==> src/rtl/pss_pkg.sv <==
package pss_pkg;

	localparam int WORD_W = 32;
	localparam int GAIN_W = 18;
	localparam int GAIN_FRAC = 16;
	localparam int LIMIT_W = 31;
	localparam int COUNT_W = 4;
	localparam int CFG_W = 31;
	localparam int CFG_IDX_W = 3;

	localparam logic [CFG_IDX_W-1:0] REG_INERTIA = 3'd0;
	localparam logic [CFG_IDX_W-1:0] REG_COGNITIVE = 3'd1;
	localparam logic [CFG_IDX_W-1:0] REG_SOCIAL = 3'd2;
	localparam logic [CFG_IDX_W-1:0] REG_LIMIT = 3'd3;
	localparam logic [CFG_IDX_W-1:0] REG_COUNT = 3'd4;

	localparam logic OP_LOAD = 1'b0;
	localparam logic OP_STEP = 1'b1;

	localparam logic [GAIN_W-1:0] INERTIA_RESET = 18'd58982;
	localparam logic [GAIN_W-1:0] COGNITIVE_RESET = 18'd58481;
	localparam logic [GAIN_W-1:0] SOCIAL_RESET = 18'd8405;
	localparam logic [LIMIT_W-1:0] LIMIT_RESET = 31'd655360;
	localparam logic [COUNT_W-1:0] COUNT_RESET = 4'd5;

	// Shared multiplier request: two signed operands and a floor shift.
	typedef struct packed {
		logic signed [WORD_W:0] a;
		logic signed [WORD_W:0] b;
		logic [4:0] shift;
	} mul_req_t;

	function automatic logic signed [WORD_W-1:0] sat32(input logic signed [71:0] v);
		logic signed [71:0] hi;
		logic signed [71:0] lo;
		begin
			hi = 72'sd2147483647;
			lo = -72'sd2147483648;
			if (v > hi)
				sat32 = 32'sh7fffffff;
			else if (v < lo)
				sat32 = 32'sh80000000;
			else
				sat32 = v[WORD_W-1:0];
		end
	endfunction

endpackage

==> src/rtl/pss_mul.sv <==
module pss_mul (
	input  logic                        clk,
	input  pss_pkg::mul_req_t           req,
	output logic signed [71:0]          prod_s1
);

	logic signed [65:0] full;

	assign full = req.a * req.b;

	always_ff @(posedge clk) begin
		prod_s1 <= 72'(full >>> req.shift);
	end

endmodule

==> config.mk <==
export PLATFORM = sky130hd
export DESIGN_NAME = pss_mul
export DESIGN_NICKNAME = d
export VERILOG_FILES = /design/src/rtl/pss_pkg.sv /design/src/rtl/pss_mul.sv
export SDC_FILE = /design/constraint.sdc
export NUM_CORES = 2
export LEC_CHECK = 0
export BUFFER_PORTS_ARGS = -buffer_cell sky130_fd_sc_hd__buf_2
export CAP_MARGIN = 20
export CORE_ASPECT_RATIO = 1.4
export CORE_MARGIN = 4
export CORE_UTILIZATION = 50
export DETAILED_ROUTE_END_ITERATION = 12
export PLACE_DENSITY = 0.66
export SYNTH_ARGS = -nofsm -noshare
export SYNTH_HDL_FRONTEND = slang
export SYNTH_SLANG_ARGS = --single-unit
export TNS_END_PERCENT = 1
==> constraint.sdc <==
create_clock -name clk -period 13.6 [get_ports clk]
set_clock_uncertainty 0.15 [all_clocks]
set_input_delay 2.72 -clock clk [delete_from_list [all_inputs] [get_ports clk]]
set_output_delay 2.72 -clock clk [all_outputs]
set_load 0.02 [all_outputs]
==> run metrics <==
number of flip-flops under the largest register name 66; Mean Syn Cell Area 9.10 sq um; postcts setup bufs 0; worst-path fanout max 33; Post-synth EDFFs 0; post-synth cell types 86; wire per inst 22.3 um; cts repair resizes 0; clock tree buffer depth 2; Worst Path Buf+Inv 9; site row count 130; final hold violation count 0; # H-tree levels 3; Multi-input gate area 0.0389 sq mm; Reg clk slew, reported paths 0.06 ns; Pins Over Slew Limit 0; setup_tns 0 ns; core area 0.0899 sq mm; largest net degree at the start of global routing 67; antenna violations before repair 8; RSZ-0062 raised after global routing no; fin crit share 0.911; DR vias/cell 5.69; # hold bufs at CTS 0; crit-path most repeated cell fa_1; Worst-Margin Slew 0.992 ns; Die Y 365 um; Port Buffers 143; Critical Path AT 12.50 ns; Die X 263 um; Max Cap Viol 0; minimum clock period 12.40 ns; drt drc 0; Detailed Place HPWL 110 mm; Seq cells post-synth 66; synth warn 0; # fillers 8309; hold path start req[4]; outcome complete, no violations; TritonRoute pass-1 iters 6; kind of critical path in -> reg; most common cell after layout, fill and taps aside fa_1; Worst Setup Start Kind primary input; final setup vio count 0; Biggest register prod_s1; GRT Util Overall 0.290; I/O pins 144; Yosys top cell area share 0.504; Num CTS Buffers 9; Slew HR 0.322; Post-Syn Instances 4997; Reg area 0.00132 sq mm; slowest stage delay, CP 0.82 ns; layout cells sized above 1 0.0635; area leader, netlist fa_1; CP Capture Type register; fmax 80.7 MHz; Final Net Count 6329; CP top delay family adder cells; Routed Wire Length 136 mm; Hold EP prod_s1[47]; die area 0.0959 sq mm; root buf cell clkbuf_16; mapped cell area 0.0454 sq mm; area grow syn2layout 3.75%; Via Count 34700; Placer Congestion 0.963; Initial Util 0.505; Post-synth top flop dfxtp_1; ys async rst share 0; vias in the first global route 39200; CTS tree yes; Antenna Nets Post-Route 0; hold path cells 3; initial DRC count 2119; Mapped Nets 6431; min-delay worst type in -> reg; first-pass GRT wire length 218 mm; clock sink count 66; top flop regs prod_s1 x66; CP required 13.71 ns; most frequent cells in the layout fa_1, inv_1, nand2_1, and2_1, ha_1; CP max-delay cell fa_1; sequential fraction of the synthesis area 0.0291; largest cells by area after synthesis fa_1, inv_1, and2_1; GR Overflow Total 0
-- area by class of cell --
cell class                      count  share of cell area
Antenna cell                        7            0.000371
Clock buffer                       11             0.00536
Clock inverter                      5             0.00180
Inverter                         1073              0.0854
Multi-Input combinational cell   3562               0.826
Sequential cell                    66              0.0280
Tap cell                         1188              0.0315
Timing Repair Buffer              183              0.0215
-- worst max-delay path by stage --
stage / startpoint / to / depth (start not counted)
after floorplan: req[70] / prod_s1[50] / 28
after global placement: req[11] / prod_s1[40] / 29
after detailed placement: req[11] / prod_s1[50] / 30
after CTS: req[11] / prod_s1[50] / 30
after global routing: req[11] / prod_s1[50] / 30
final: req[11] / prod_s1[50] / 30
-- cell usage after synthesis (all sizes together) (39+ instances only) --
library cell	instances
fa	1145
inv	1072
nand2	636
and2	559
clkbuf	262
ha	217
a21oi	133
nor2	133
o21ai	90
mux2i	87
dfxtp	66
xnor2	41
mux2	39
-- stage by stage --
step / setup WS [ns] / hold slack [ns] / cells / utilization / cell area (sq um)
5_1_grt: 0.471 / 2.94 / 6092 / 0.524 / 47100
6_report: 1.20 / 2.93 / 6095 / 0.524 / 47200
4_1_cts: 1.28 / 2.92 / 6088 / 0.524 / 47100
3_3_place_gp: 1.14 / 2.99 / 6072 / 0.520 / 46800
3_5_place_dp: 0.949 / 2.99 / 6072 / 0.520 / 46800
2_1_floorplan: 2.31 / 2.87 / 4997 / - / 45400
-- layer usage --
layer  GRT usage  share of wire  wire length (um)
met5           0              0                 0
met1       0.341           0.37             49900
met2       0.534           0.52             70300
met3      0.0378          0.060              8200
met4       0.125          0.054              7320
-- worst min-delay path, stage by stage --
cell and delay [ns]:
buf_2 0.10, buf_4 0.34, mux2i_1 0.19
-- kinds of logic after synthesis --
logic type | count (synthesis) | share of synthesized area
muxes | 161 | 0.0462
DFF | 66 | 0.0291
xor gates and xnor gates | 60 | 0.0119
and+or+nand+nor | 1489 | 0.162
adders and majority gates | 1362 | 0.564
buffers and inverters | 1369 | 0.114
AOI/OAI and AO/OA | 490 | 0.0732
Power is not shown: default switching activity piles up to over one toggle a cycle in this logic, so the estimate is an artifact.
